[config.mk]
export PLATFORM = sky130hd
export DESIGN_NAME = lpfs_pix_map
export DESIGN_NICKNAME = d
export VERILOG_FILES = /design/src/design/lpfs_pkg.sv /design/src/design/lpfs_pix_map.sv
export SDC_FILE = /design/constraint.sdc
export NUM_CORES = 1
export LEC_CHECK = 0
export BUFFER_PORTS_ARGS = -buffer_cell sky130_fd_sc_hd__buf_2
export CELL_PAD_IN_SITES_DETAIL_PLACEMENT = 0
export CELL_PAD_IN_SITES_GLOBAL_PLACEMENT = 2
export CORE_MARGIN = 5
export CORE_UTILIZATION = 28
export DETAILED_ROUTE_END_ITERATION = 7
export PLACE_DENSITY_LB_ADDON = 0.1
export SLEW_MARGIN = 0
export SYNTH_ARGS = -nofsm -noshare
export SYNTH_HDL_FRONTEND = slang
export SYNTH_SLANG_ARGS = --single-unit
[constraint.sdc]
create_clock -name vclk -period 4.3
set_input_delay 0.215 -clock vclk [all_inputs]
set_output_delay 0.215 -clock vclk [all_outputs]
set_load 0.005 [all_outputs]
[src/design/lpfs_pkg.sv]
// ----------------------------------------------------------------------------
// lpfs_pkg
// Shared types and constants for the LED panel framebuffer and scan block.
// ----------------------------------------------------------------------------
package lpfs_pkg;

	// One panel holds 32 x 16 pixels, one bit each
	localparam int PANEL_BYTES = 64;

	// Field widths
	localparam int ACTION_W   = 2;
	localparam int X_W        = 7;
	localparam int Y_W        = 6;
	localparam int MODE_W     = 3;
	localparam int WORD_W     = 32;
	localparam int GROUP_W    = 2;
	localparam int CFG_DATA_W = 3;
	localparam int CFG_IDX_W  = 1;

	// Configuration register indexes
	localparam logic [CFG_IDX_W-1:0] REG_PANELS_WIDE = 1'd0;
	localparam logic [CFG_IDX_W-1:0] REG_PANELS_HIGH = 1'd1;

	// Fill values
	localparam logic [7:0] BYTE_DARK = 8'hFF;
	localparam logic [7:0] BYTE_LIT  = 8'h00;

	typedef enum logic [ACTION_W-1:0] {
		ACT_PIXEL = 2'd0,
		ACT_SCAN  = 2'd1,
		ACT_CLEAR = 2'd2
	} action_t;

	typedef enum logic [MODE_W-1:0] {
		MODE_NORMAL  = 3'd0,
		MODE_INVERSE = 3'd1,
		MODE_TOGGLE  = 3'd2,
		MODE_OR      = 3'd3,
		MODE_NOR     = 3'd4
	} draw_mode_t;

	// Pixel target within a byte, plus area check
	typedef struct packed {
		logic       in_area;
		logic [7:0] mask;
	} pix_sel_t;

endpackage

[src/design/lpfs_pix_map.sv]
// ----------------------------------------------------------------------------
// lpfs_pix_map
// Maps a pixel position to its byte address, bit mask and area check.
// ----------------------------------------------------------------------------
module lpfs_pix_map import lpfs_pkg::*; #(
	parameter int AW    = 10,
	parameter int WW    = 3,
	parameter int HW    = 3,
	parameter int TOT_W = 5
) (
	input  logic [X_W-1:0]   x_pos,
	input  logic [Y_W-1:0]   y_pos,
	input  logic [WW-1:0]    panels_wide,
	input  logic [HW-1:0]    panels_high,
	input  logic [TOT_W-1:0] panels_total,
	output logic [AW-1:0]    addr,
	output pix_sel_t         sel
);

	logic [AW-1:0] panel;
	logic [AW-1:0] row_off;

	// Check the area, then panel index, then row offset within the store
	always_comb begin
		sel.in_area = (10'(x_pos) < 10'({panels_wide, 5'b0})) &&
			(10'(y_pos) < 10'({panels_high, 4'b0}));
		sel.mask    = 8'h80 >> x_pos[2:0];
		panel       = AW'(x_pos[6:5]) + AW'(panels_wide) * AW'(y_pos[5:4]);
		row_off     = {(AW-2)'(AW'(y_pos[3:0]) * AW'(panels_total)), 2'b00};
		addr        = row_off + AW'({panel, 2'b00}) + AW'(x_pos[4:3]);
	end

endmodule

# After elaboration in Yosys (flattened, before gate mapping)
# Cells that the tools add are included.
dict set report op_classes {
  n_addsub 3
  mul 2
  order_cmp 2
  shifts 1
  reduce_logical 1
}
# op count
set ops {}
lappend ops {{10-bit by 2-bit adder with 10-bit output} 1}
lappend ops {{10-bit by 8-bit adder with 10-bit output} 1}
lappend ops {{7-bit by 8-bit < comparator with 1-bit output} 1}
lappend ops {{4-bit by 5-bit multiplier with 8-bit output} 1}
lappend ops {{8-bit by 3-bit >> shifter with 8-bit output, first input constant} 1}
lappend ops {{6-bit by 7-bit < comparator with 1-bit output} 1}
lappend ops {{2-bit by 5-bit adder with 6-bit output} 1}
lappend ops {{3-bit by 2-bit multiplier with 5-bit output} 1}
lappend ops {{1-bit logical AND} 1}
dict set report word_totals {
  reg_bits 0
  in_bits 24
  out_inout_bits 19
  word_cells 9
}

# Depth between registers and ports, before layout
# Gate-level depths: netlist of the first run.
dict set report depth {
  word_depth 4
  ltp_mapped 13
  ltp_nobuf 13
}

# Worst setup path before layout of the first run
# Ideal clock, no wire load.
dict set report synth_path {
  kind {input -> output}
  start {input port panels_total[0]}
  end {output port addr[9]}
  arrival_time_ps 2951
  t_required_ps 4085
  path_slack_ps 1134
  cell_stages 13
  path_buffers 0
  cell_sequence {nand2_1 > fa_1 > inv_1 > fa_1 > inv_1 > fa_1 > inv_1 > ha_1 > o21ai_0 > o21ai_0 > a21oi_1 > nand3b_1 > xnor2_1}
}
dict set report synth_between {
  elab_chain_len 3
}
# item line_no
set synth_rtl {}
lappend synth_rtl {{start, declared} lpfs_pix_map.sv:15} ;# input logic [TOT_W-1:0] panels_total,
lappend synth_rtl {{4-bit by 5-bit multiplier with 8-bit output} lpfs_pix_map.sv:29} ;# row_off = {(AW-2)'(AW'(y_pos[3:0]) * AW'(panels_total)), 2'b00};
lappend synth_rtl {{10-bit by 8-bit adder with 10-bit output} lpfs_pix_map.sv:30} ;# addr = row_off + AW'({panel, 2'b00}) + AW'(x_pos[4:3]);
lappend synth_rtl {{10-bit by 2-bit adder with 10-bit output} lpfs_pix_map.sv:30}
lappend synth_rtl {{end, declared} lpfs_pix_map.sv:16} ;# output logic [AW-1:0] addr,
# No other way between the ends.

# Worst setup path after layout of the first run
dict set report layout_path {
  start {input port y_pos[3]}
  end {output port addr[9]}
}
dict set report layout_between {
  elab_chain_len 3
}
# item line_no
set layout_rtl {}
lappend layout_rtl {{start, declared} lpfs_pix_map.sv:12} ;# input logic [Y_W-1:0] y_pos,
lappend layout_rtl {{4-bit by 5-bit multiplier with 8-bit output} lpfs_pix_map.sv:29}
lappend layout_rtl {{10-bit by 8-bit adder with 10-bit output} lpfs_pix_map.sv:30}
lappend layout_rtl {{10-bit by 2-bit adder with 10-bit output} lpfs_pix_map.sv:30}
# No other way between the ends.

==> results of run 1 <==
-- worst max-delay path: cells and delay by family --
kind                       cells  cell delay [ns]
adders and majority gates      4             1.92
buffers and inverters          5             0.41
AOI/OAI and AO/OA              3             0.37
and+or+nand+nor                2             0.26
xor gates and xnor gates       1             0.15
-- worst min-delay path by stage --
stage	end	from	slack, ns
final	addr[0]	x_pos[3]	0.43
after global routing	addr[1]	x_pos[4]	0.43
after CTS	addr[0]	x_pos[3]	0.43
after detailed placement	addr[0]	x_pos[3]	0.43
after global placement	addr[0]	x_pos[3]	0.43
after floorplan	sel[7]	x_pos[1]	0.46
-- layout make-up --
type	count	area (sq um)
Timing Repair Buffer	39	195
Inverter	23	86.3
Fill cell	429	2370
Multi-Input combinational cell	110	953
Tap cell	48	60.1
-- per-stage QoR --
step           hold slack (ns)  instances  instance area, sq um  power, mW  utilization, %
2_1_floorplan            0.460        135                  1050      0.173               -
3_3_place_gp             0.430        220                  1290      0.257            35.4
3_5_place_dp             0.430        220                  1290      0.256            35.4
4_1_cts                  0.430        220                  1290      0.259            35.4
5_1_grt                  0.430        220                  1290      0.293            35.4
6_report                 0.430        220                  1290      0.252            35.4
-- power groups by stage --
stage	registers, mW	logic, mW	clock network [mW]
floorplan	0	0.173	0
global placement	0	0.257	0
detailed placement	0	0.256	0
CTS	0	0.259	0
global route	0	0.293	0
finish	0	0.252	0
-- metal layers --
metal | GRT usage (%) | wire [microns] | up-vias
met1 | 11.9 | 1090 | 441
li1 | - | - | 511
met3 | 0.842 | 123 | 0
met2 | 17.1 | 1130 | 18
met5 | 0 | 0 | -
met4 | 0 | 0 | 0
-- Yosys cell counts (all sizes together) --
| library cell | instances | share of area, % |
|---|---|---|
| o21ai | 5 | 2.4 |
| and3 | 1 | 0.59 |
| nand2 | 12 | 4.3 |
| buf | 2 | 1.4 |
| a211oi | 2 | 1.9 |
| a21oi | 6 | 3.2 |
| a21boi | 1 | 0.71 |
| nor2b | 1 | 0.59 |
| nor3b | 3 | 2.1 |
| o22a | 1 | 0.83 |
| xnor2 | 9 | 7.5 |
| nand3b | 1 | 0.71 |
| nor3 | 1 | 0.47 |
| and3b | 2 | 1.7 |
| ha | 23 | 27 |
| xor2 | 3 | 2.5 |
| a21o | 3 | 2.1 |
| o21bai | 1 | 0.71 |
| inv | 23 | 8.2 |
| and2 | 16 | 9.5 |
| fa | 9 | 17 |
| nand2b | 3 | 1.8 |
| nor2 | 7 | 2.5 |
-- cell families (layout without fill, tap and decap cells) --
logic type,after synthesis,after routing,share of synthesized area (%)
AO/OA/AOI/OAI,19,19,11.9
XOR/XNOR,12,12,9.97
adder cells (fa/ha/maj),32,32,44.4
buffers and inverters,25,62,9.61
AND/OR/NAND/NOR,47,47,24.2
==> impl_results.md, run 1 <==
- Critical path arrival: approximately 3.3 ns
- Combinational power share: 100.0%
- RSZ-0062 raised after global routing: no
- Full die area: just over 5000 sq um
- Die Y: between 70 and 80 microns
- Worst Setup Slack, final: around 0.76 ns
- Switching power share of the total: around half
- Switching power: 0.128 mW
- Most common cell after layout, fill and taps aside: buf_2
- PwrDens: between 150 and 200 nW/um^2
- Gr ovfl total: 0
- P&R area growth vs syn: 22.8%
- Worst Setup SP: y_pos[3]
- Most frequent cells in the layout: buf_2, inv_1, ha_1, and2_1, nand2_1
- Crit path max fanout: 5
- Worst slack at placement: roughly 0.77 ns
- Setup Fix Bufs, Post-CTS: 0
- Register share of total power: 0%
- I/O pin cnt: 43
- Critical Path RT: 4.09 ns
- Via-per-instance ratio: about 4.4
- Pre-Repair DR Iteration Count: 4
- Post-DRT Antenna Nets: 0
- Mapped Cells: ~140
- FFs & Latches: 0
- Post-synthesis sequential area ratio: 0%
- Wirelength, routed: approximately 2.3 mm
- Final Cycle Share: 82.3%
- Max_slew headroom: 81.0%
- Initial core utilization: about 29%
- Share of layout cells above drive strength 1: 23.8%
- Final hold viol count: 0
- Largest net degree at the start of global routing: 9
- Drt initial violations: 12
- Hold Crit Depth: 0
- First-pass GRT wire length: 4.06 mm
- Buffers on Ports: 39
- Detail Placement HPWL: 2.11 mm
- Vias: between 900 and 1000
- Maximum clock frequency: 0.283 GHz
- Max-slew violation count: 0
- Hold Crit Class: in2out
- Post_cts resized: 0
- Critical Path End Type: primary output
- Synthesized area per cell: between 7 and 8 sq um
- Vias in the first global route: just under 1000
- Total GRT Usage: a little under a tenth
- GPL Wtd Cong: 0.780
- Yosys cell types: 26
- CP max-delay cell: fa_1
- Post-layout nets: between 200 and 250
- CP endpoint: addr[9]
- WS Path Type: in2out
- Setup TNS: 0 ns
- Core Box Area: between 3000 and 4000 sq um
- Clock power frac: 0%
- Slew @ Worst Pin: ~0.28 ns
- Die width: 71.4 microns
- Antenna violations before repair: 0
- Crit start category: input pin
- Syn. warnings: 0
- Internal power: between 0.1 and 0.15 mW
- Number of diodes: 0
- Min Tclk post-route: 3.54 ns
- Cell Area, Synth: between 1000 and 1500 sq um
- Max-cap violations: 0
- Syn Nets: 191
- Seq. cell area: 0 sq um
- Setup violators final: 0
- Post-CTS Hold Buffers: 0
- DRC: 0
- VDD IR max: ~140 uV
- Slowest Stage Delay on Critical Path: 0.56 ns
- Outcome: finished clean
- Clock buffer count: 0
- CP cell instances: buf_2 -> nand2_1 -> fa_1 -> inv_1 -> fa_1 -> inv_1 -> fa_1 -> inv_1 -> ha_1 -> o21ai_0 -> o21ai_0 -> a21oi_1 -> nand3b_1 -> xnor2_1 -> buf_2
- Row Count: 22
- Pleak: around 0.75 nW
- Drt wl/cell: 10.7 microns
(Power assumes the default switching activity.)
==> run 2, diff against run 1 <==
==> constraint.sdc (replaced) <==
create_clock -name vclk -period 3.6
set_input_delay 0.18 -clock vclk [all_inputs]
set_output_delay 0.18 -clock vclk [all_outputs]
set_load 0.005 [all_outputs]
==> run 2 against run 1 <==
First-iteration DRC count increased by 17%. Cell count unchanged. Sequential cell count unchanged. Combinational power increased by 24%. Via count increased by 0.21%. Wire length increased by 0.77%. Sequential share of layout area unchanged. Critical path type unchanged. Critical endpoint unchanged. Largest cell class unchanged.
==> impl_results.md, run 2 (synthesis gave the netlist of run 1 again) <==
- Outcome: finished clean (unchanged)
- DRT met1 WL: 1.09 mm (about the same)
- Final hold viol count: 0 (unchanged)
- Detail Placement HPWL: 2.11 mm (unchanged)
- Die Y: 71.4 microns (unchanged)
- Inst Count DP: 220 (unchanged)
- Max-slew violation count: 0 (unchanged)
- Seq. cell area: 0 sq um (unchanged)
- PwrDens: 238 nW/um^2 (was 195 nW/um^2)
- DRC: 0 (unchanged)
- Layout Cells excl Fill: 220 (unchanged)
- Setup TNS: 0 ns (unchanged)
- Setup violators final: 0 (unchanged)
- Full die area: 5090 sq um (unchanged)
- Top cell family by delay on the critical path: adder cells (unchanged)
- P&R area growth vs syn: 24.6% (was 22.8%)
- Hold Crit Depth: 0 (unchanged)
- First-pass GRT wire length: 4.06 mm (unchanged)
- Gr ovfl total: 0 (unchanged)
- Post-DRT Antenna Nets: 0 (unchanged)
- Drt initial violations: 14 (was 12)
- Most common cell after layout, fill and taps aside: buf_2 (unchanged)
- Min Tclk post-route: roughly 3.4 ns
- Pre-Repair DR Iteration Count: 4 (unchanged)
- Vias in the first global route: 989 (unchanged)
- CP cell instances: buf_2 -> nand2_2 -> fa_1 -> inv_1 -> fa_1 -> inv_1 -> fa_1 -> inv_1 -> ha_4 -> o21ai_0 -> o21ai_1 -> a21oi_2 -> nand3b_1 -> xnor2_1 -> buf_2 (was buf_2 -> nand2_1 -> fa_1 -> inv_1 -> fa_1 -> inv_1 -> fa_1 -> inv_1 -> ha_1 -> o21ai_0 -> o21ai_0 -> a21oi_1 -> nand3b_1 -> xnor2_1 -> buf_2)
- Wirelength, routed: 2.36 mm (was 2.35 mm)
- Hold Crit Class: in2out (unchanged)
- Internal power: 0.155 mW (was 0.125 mW)
- Max-cap violations: 0 (unchanged)
- WL met2: 1.15 mm (was 1.13 mm)
- RSZ-0062 raised after global routing: no (unchanged)
- Worst slack at placement: 0.136 ns (was 0.766 ns)
- Drt wl/cell: 10.7 microns (about the same)
- VDD IR max: 164 uV (was 138 uV)
- Switching power share of the total: 50.4% (was 50.6%)
- WS Path Type: in2out (unchanged)
- Crit start category: input pin (unchanged)
- Share of layout cells above drive strength 1: 25.6% (was 23.8%)
- Crit path max fanout: 5 (unchanged)
- Number of diodes: 0 (unchanged)
- Maximum clock frequency: 0.293 GHz
- Clock power frac: 0% (about the same)
- FFs & Latches: 0 (unchanged)
- Initial core utilization: 28.8% (unchanged)
- Max_slew headroom: 81.0% (about the same)
- Largest net degree at the start of global routing: 9 (unchanged)
- Die width: 71.4 microns (unchanged)
- Vias: 972 (was 970)
- Antenna violations before repair: 0 (unchanged)
- Switching power: 0.158 mW (was 0.128 mW)
- Slowest Stage Delay on Critical Path: 0.56 ns (about the same)
- Worst Hold End: addr[0] (unchanged)
- Core Box Area: 3660 sq um (unchanged)
- Buffers on Ports: 39 (unchanged)
- Hold_sp: x_pos[3] (unchanged)
- Most frequent cells in the layout: buf_2, inv_1, ha_1, and2_1, nand2_1 (unchanged)
- CP max-delay cell: fa_1 (unchanged)
- Post-layout nets: 230 (unchanged)
- Critical path arrival: 3.24 ns (was 3.32 ns)
- Total GRT Usage: 9.13% (unchanged)
- Worst Setup Slack, final: 0.185 ns (was 0.762 ns)
- Post-CTS Hold Buffers: 0 (unchanged)
- Final Cycle Share: between 90% and 100%
- Critical Path End Type: primary output (unchanged)
- Via-per-instance ratio: 4.42 (was 4.41)
- DR WL met3: 123 microns (unchanged)
- GPL Wtd Cong: 0.780 (about the same)
- Clock buffer count: 0 (unchanged)
- I/O pin cnt: 43 (unchanged)
- Combinational power share: 100.0% (about the same)
- Critical Path RT: 3.42 ns (was 4.09 ns)
- Row Count: 22 (unchanged)
- Register share of total power: 0% (about the same)
- WP buf/inv: 5 (unchanged)
- Pleak: 0.746 nW (was 0.745 nW)
- Highest routed layer: met3 (unchanged)
- Slew @ Worst Pin: 0.284 ns (about the same)
[run 2: area by class of cell]
| class | count | area [sq um] |
|---|---|---|
| fillers | 430 | 2350 |
| multi-input cells | 110 | 972 |
| well taps | 48 | 60.1 |
| inverters | 23 | 86.3 |
| repair buffers | 39 | 195 |
[run 2: stage by stage]
step	cell area [sq um]	hold slack, ns	power, mW	utilization (%)
floorplan	1050	0.390	0.206	-
global placement	1290	0.360	0.307	35.4
detailed placement	1290	0.360	0.306	35.4
CTS	1290	0.360	0.310	35.4
global route	1310	0.360	0.361	35.9
finish	1310	0.360	0.313	35.9
[run 2: power groups by stage]
| stage | logic, mW | clock network, mW | registers, mW |
|---|---|---|---|
| floorplan | 0.206 | 0 | 0 |
| global placement | 0.307 | 0 | 0 |
| detailed placement | 0.306 | 0 | 0 |
| CTS | 0.310 | 0 | 0 |
| global route | 0.361 | 0 | 0 |
| finish | 0.313 | 0 | 0 |
[run 2: worst max-delay path by stage]
stage                     from      end  depth (start not counted)
2_1_floorplan  panels_total[0]  addr[9]                         13
3_3_place_gp          y_pos[3]  addr[9]                         15
3_5_place_dp          y_pos[3]  addr[9]                         15
4_1_cts               y_pos[3]  addr[9]                         15
5_1_grt               y_pos[3]  addr[9]                         15
6_report              y_pos[3]  addr[9]                         15
[run 2: metal layers]
layer  track usage (%)  up-vias
met1              11.9      444
met3             0.842        0
met5                 0        -
met2              17.1       18
li1                  -      510
met4                 0        0
[run 2: what timing repair did]
| action | CTS | global route |
|---|---|---|
| setup buffers | 0 | 0 |
| resized for setup | 0 | 5 |
| setup endpoints to repair | 0 | 2 |
==> run 3, diff against run 2 <==
==> constraint.sdc (replaced) <==
create_clock -name vclk -period 3.6
set_input_delay 1.08 -clock vclk [all_inputs]
set_output_delay 1.08 -clock vclk [all_outputs]
set_load 0.005 [all_outputs]
==> run 3 against run 2 <==
The run now ends with negative setup slack left. Worst setup slack worse by 1.5 ns. Critical path depth stayed put. Total power is 47% higher. Wire length is 15% higher. Combinational power is 47% higher. Cell count is 15% higher. First-iteration DRC count is 64% lower. Via count is 11% higher. Core utilization is 12 points higher. Clock-buffer cell count stayed put. Non-clock buffer count is 33 higher. Maximum frequency is 31% lower. Critical endpoint unchanged. Highest routed layer unchanged.
==> impl_results.md, run 3 (synthesis gave the netlist of run 1 again) <==
- Outcome: finished, violations left (was finished clean)
- Max-slew violation count: 0 (unchanged)
- Critical path arrival: 3.86 ns (was 3.24 ns)
- FILL cells: 364 (was 430)
- Worst Setup Slack, final: -1.34 ns (was 0.185 ns)
- Final hold viol count: 0 (unchanged)
- Critical Path End Type: primary output (unchanged)
- Crit start category: input pin (unchanged)
- GPL Wtd Cong: 0.888 (was 0.780)
- Hold Crit Depth: 0 (unchanged)
- Vias: 1081 (was 972)
- Seq. cell area: 0 sq um (unchanged)
- Worst Hold End: addr[1] (was addr[0])
- Hold Crit Class: in2out (unchanged)
- Antenna violations before repair: 0 (unchanged)
- Row Count: 22 (unchanged)
- Fin area: 1750 sq um (was 1310 sq um)
- I/O pin cnt: 43 (unchanged)
- Layout Utilization: 47.8% (was 35.9%)
- Vias in the first global route: 1090 (was 989)
- Buffers on Ports: 39 (unchanged)
- CP max-delay cell: fa_1 (unchanged)
- Full die area: 5090 sq um (unchanged)
- Post-layout nets: 263 (was 230)
- P&R area growth vs syn: 66.1% (was 24.6%)
- Pre-Repair DR Iteration Count: 2 (was 4)
- Critical Path RT: 2.52 ns (was 3.42 ns)
- CP cell instances: buf_8 -> nand2_4 -> fa_1 -> inv_1 -> fa_1 -> inv_1 -> fa_1 -> inv_2 -> ha_4 -> o21ai_2 -> o21ai_2 -> a21oi_2 -> nand3b_1 -> xnor2_1 -> buf_2 (was buf_2 -> nand2_2 -> fa_1 -> inv_1 -> fa_1 -> inv_1 -> fa_1 -> inv_1 -> ha_4 -> o21ai_0 -> o21ai_1 -> a21oi_2 -> nand3b_1 -> xnor2_1 -> buf_2)
- WS Path Type: in2out (unchanged)
- Worst slack at placement: -1.47 ns (was 0.136 ns)
- Core Box Area: 3660 sq um (unchanged)
- DRC: 0 (unchanged)
- Clock buffer count: 0 (unchanged)
- PwrDens: 262 nW/um^2 (was 238 nW/um^2)
- Area after DPL: 1590 sq um (was 1290 sq um)
- Largest net degree at the start of global routing: 9 (unchanged)
- Max_slew headroom: 78.3% (was 81.0%)
- Violated checks: negative setup slack
- Layout Cells excl Fill: 253 (was 220)
- Final Cycle Share: 137% (was 94.9%)
- WP buf/inv: 5 (unchanged)
- Wirelength, routed: 2.72 mm (was 2.36 mm)
- VDD IR max: 226 uV (was 164 uV)
- FFs & Latches: 0 (unchanged)
- CP dominant cell by count: fa_1
- RSZ-0062 raised after global routing: yes (was no)
- Crit path max fanout: 3 (was 5)
- Slew @ Worst Pin: 0.324 ns (was 0.284 ns)
- Die Y: 71.4 microns (unchanged)
- Maximum clock frequency: 0.202 GHz (was 0.293 GHz)
- Most common cell after layout, fill and taps aside: buf_4 (was buf_2)
- Inst Count DP: 251 (was 220)
- Total GRT Usage: 10.1% (was 9.13%)
- Gr busiest metal: met2 (unchanged)
- Detail Placement HPWL: 2.41 mm (was 2.11 mm)
- Setup violators final: 7 (was 0)
- Post-CTS Hold Buffers: 0 (unchanged)
- Drt wl/cell: 10.8 microns (was 10.7 microns)
- Hold_sp: x_pos[4] (was x_pos[3])
- Post-DRT Antenna Nets: 0 (unchanged)
- First-pass GRT wire length: 4.39 mm (was 4.06 mm)
- Min Tclk post-route: 4.94 ns (was 3.42 ns)
- Die width: 71.4 microns (unchanged)
- Gr ovfl total: 0 (unchanged)
- M3 GR Usage: 0.140% (was 0.842%)
- Met2 Track Usage GR: 20.6% (was 17.1%)
- Drt initial violations: 5 (was 14)
- Pleak: 0.958 nW (was 0.746 nW)
- Initial core utilization: 28.8% (unchanged)
- Top cell family by delay on the critical path: adder cells (unchanged)
- Most frequent cells in the layout: buf_4, buf_2, ha_1, inv_1, and2_1 (was buf_2, inv_1, ha_1, and2_1, nand2_1)
- Max-cap violations: 0 (unchanged)
- Number of diodes: 0 (unchanged)
- Via-per-instance ratio: 4.27 (was 4.42)
- Slowest Stage Delay on Critical Path: 0.53 ns (was 0.56 ns)
- GRT met1 Usage: 12.4% (was 11.9%)
- Share of layout cells above drive strength 1: 48.3% (was 25.6%)
==> run 3: per-stage QoR <==
| step | power, mW | hold WS (ns) | TNS (ns) |
|---|---|---|---|
| 2_1_floorplan | 0.239 | 2.19 | -4.69 |
| 3_3_place_gp | 0.411 | 2.16 | -7.48 |
| 3_5_place_dp | 0.415 | 2.16 | -7.60 |
| 4_1_cts | 0.451 | 2.16 | -7.24 |
| 5_1_grt | 0.513 | 2.16 | -7.61 |
| 6_report | 0.459 | 2.16 | -6.82 |
==> run 3: what timing repair did <==
| action | CTS | global route |
|---|---|---|
| hold endpoints to repair | 0 | 0 |
| pin swaps | 10 | 12 |
| endpoints found under the setup margin | 7 | 7 |
| buffers inserted | 0 | 2 |
| gates resized for setup | 23 | 15 |
==> run 3: area by class of cell <==
class                           instances  area [sq um]  area share [%]
Multi-Input combinational cell        110          1080            61.5
Timing Repair Buffer                   72           526            30.0
Inverter                               23          88.8            5.07
Tap cell                               48          60.1            3.43
==> run 3: how the worst max path moves through the flow <==
stage / from / depth (start not counted) / slack (ns) / to
finish: panels_total[1] / 15 / -1.34 / addr[9]
CTS: panels_total[1] / 15 / -1.39 / addr[9]
global placement: panels_total[2] / 15 / -1.46 / addr[9]
detailed placement: panels_total[2] / 15 / -1.47 / addr[9]
global route: panels_total[0] / 16 / -1.47 / addr[9]
floorplan: panels_total[2] / 13 / -1.10 / addr[9]
==> run 3: power by group <==
part	switching, mW	internal (mW)	total [mW]
logic	0.195	0.264	0.459
registers	0	0	0
clock network	0	0	0
==> run 3: metal layers <==
metal  routed length, microns  part of all wire [%]  up-vias
met1                     1150                    42      486
li1                         -                     -      575
met3                       84                   3.1        0
met5                        0                     0        -
met4                        0                     0        0
met2                     1480                    54       20
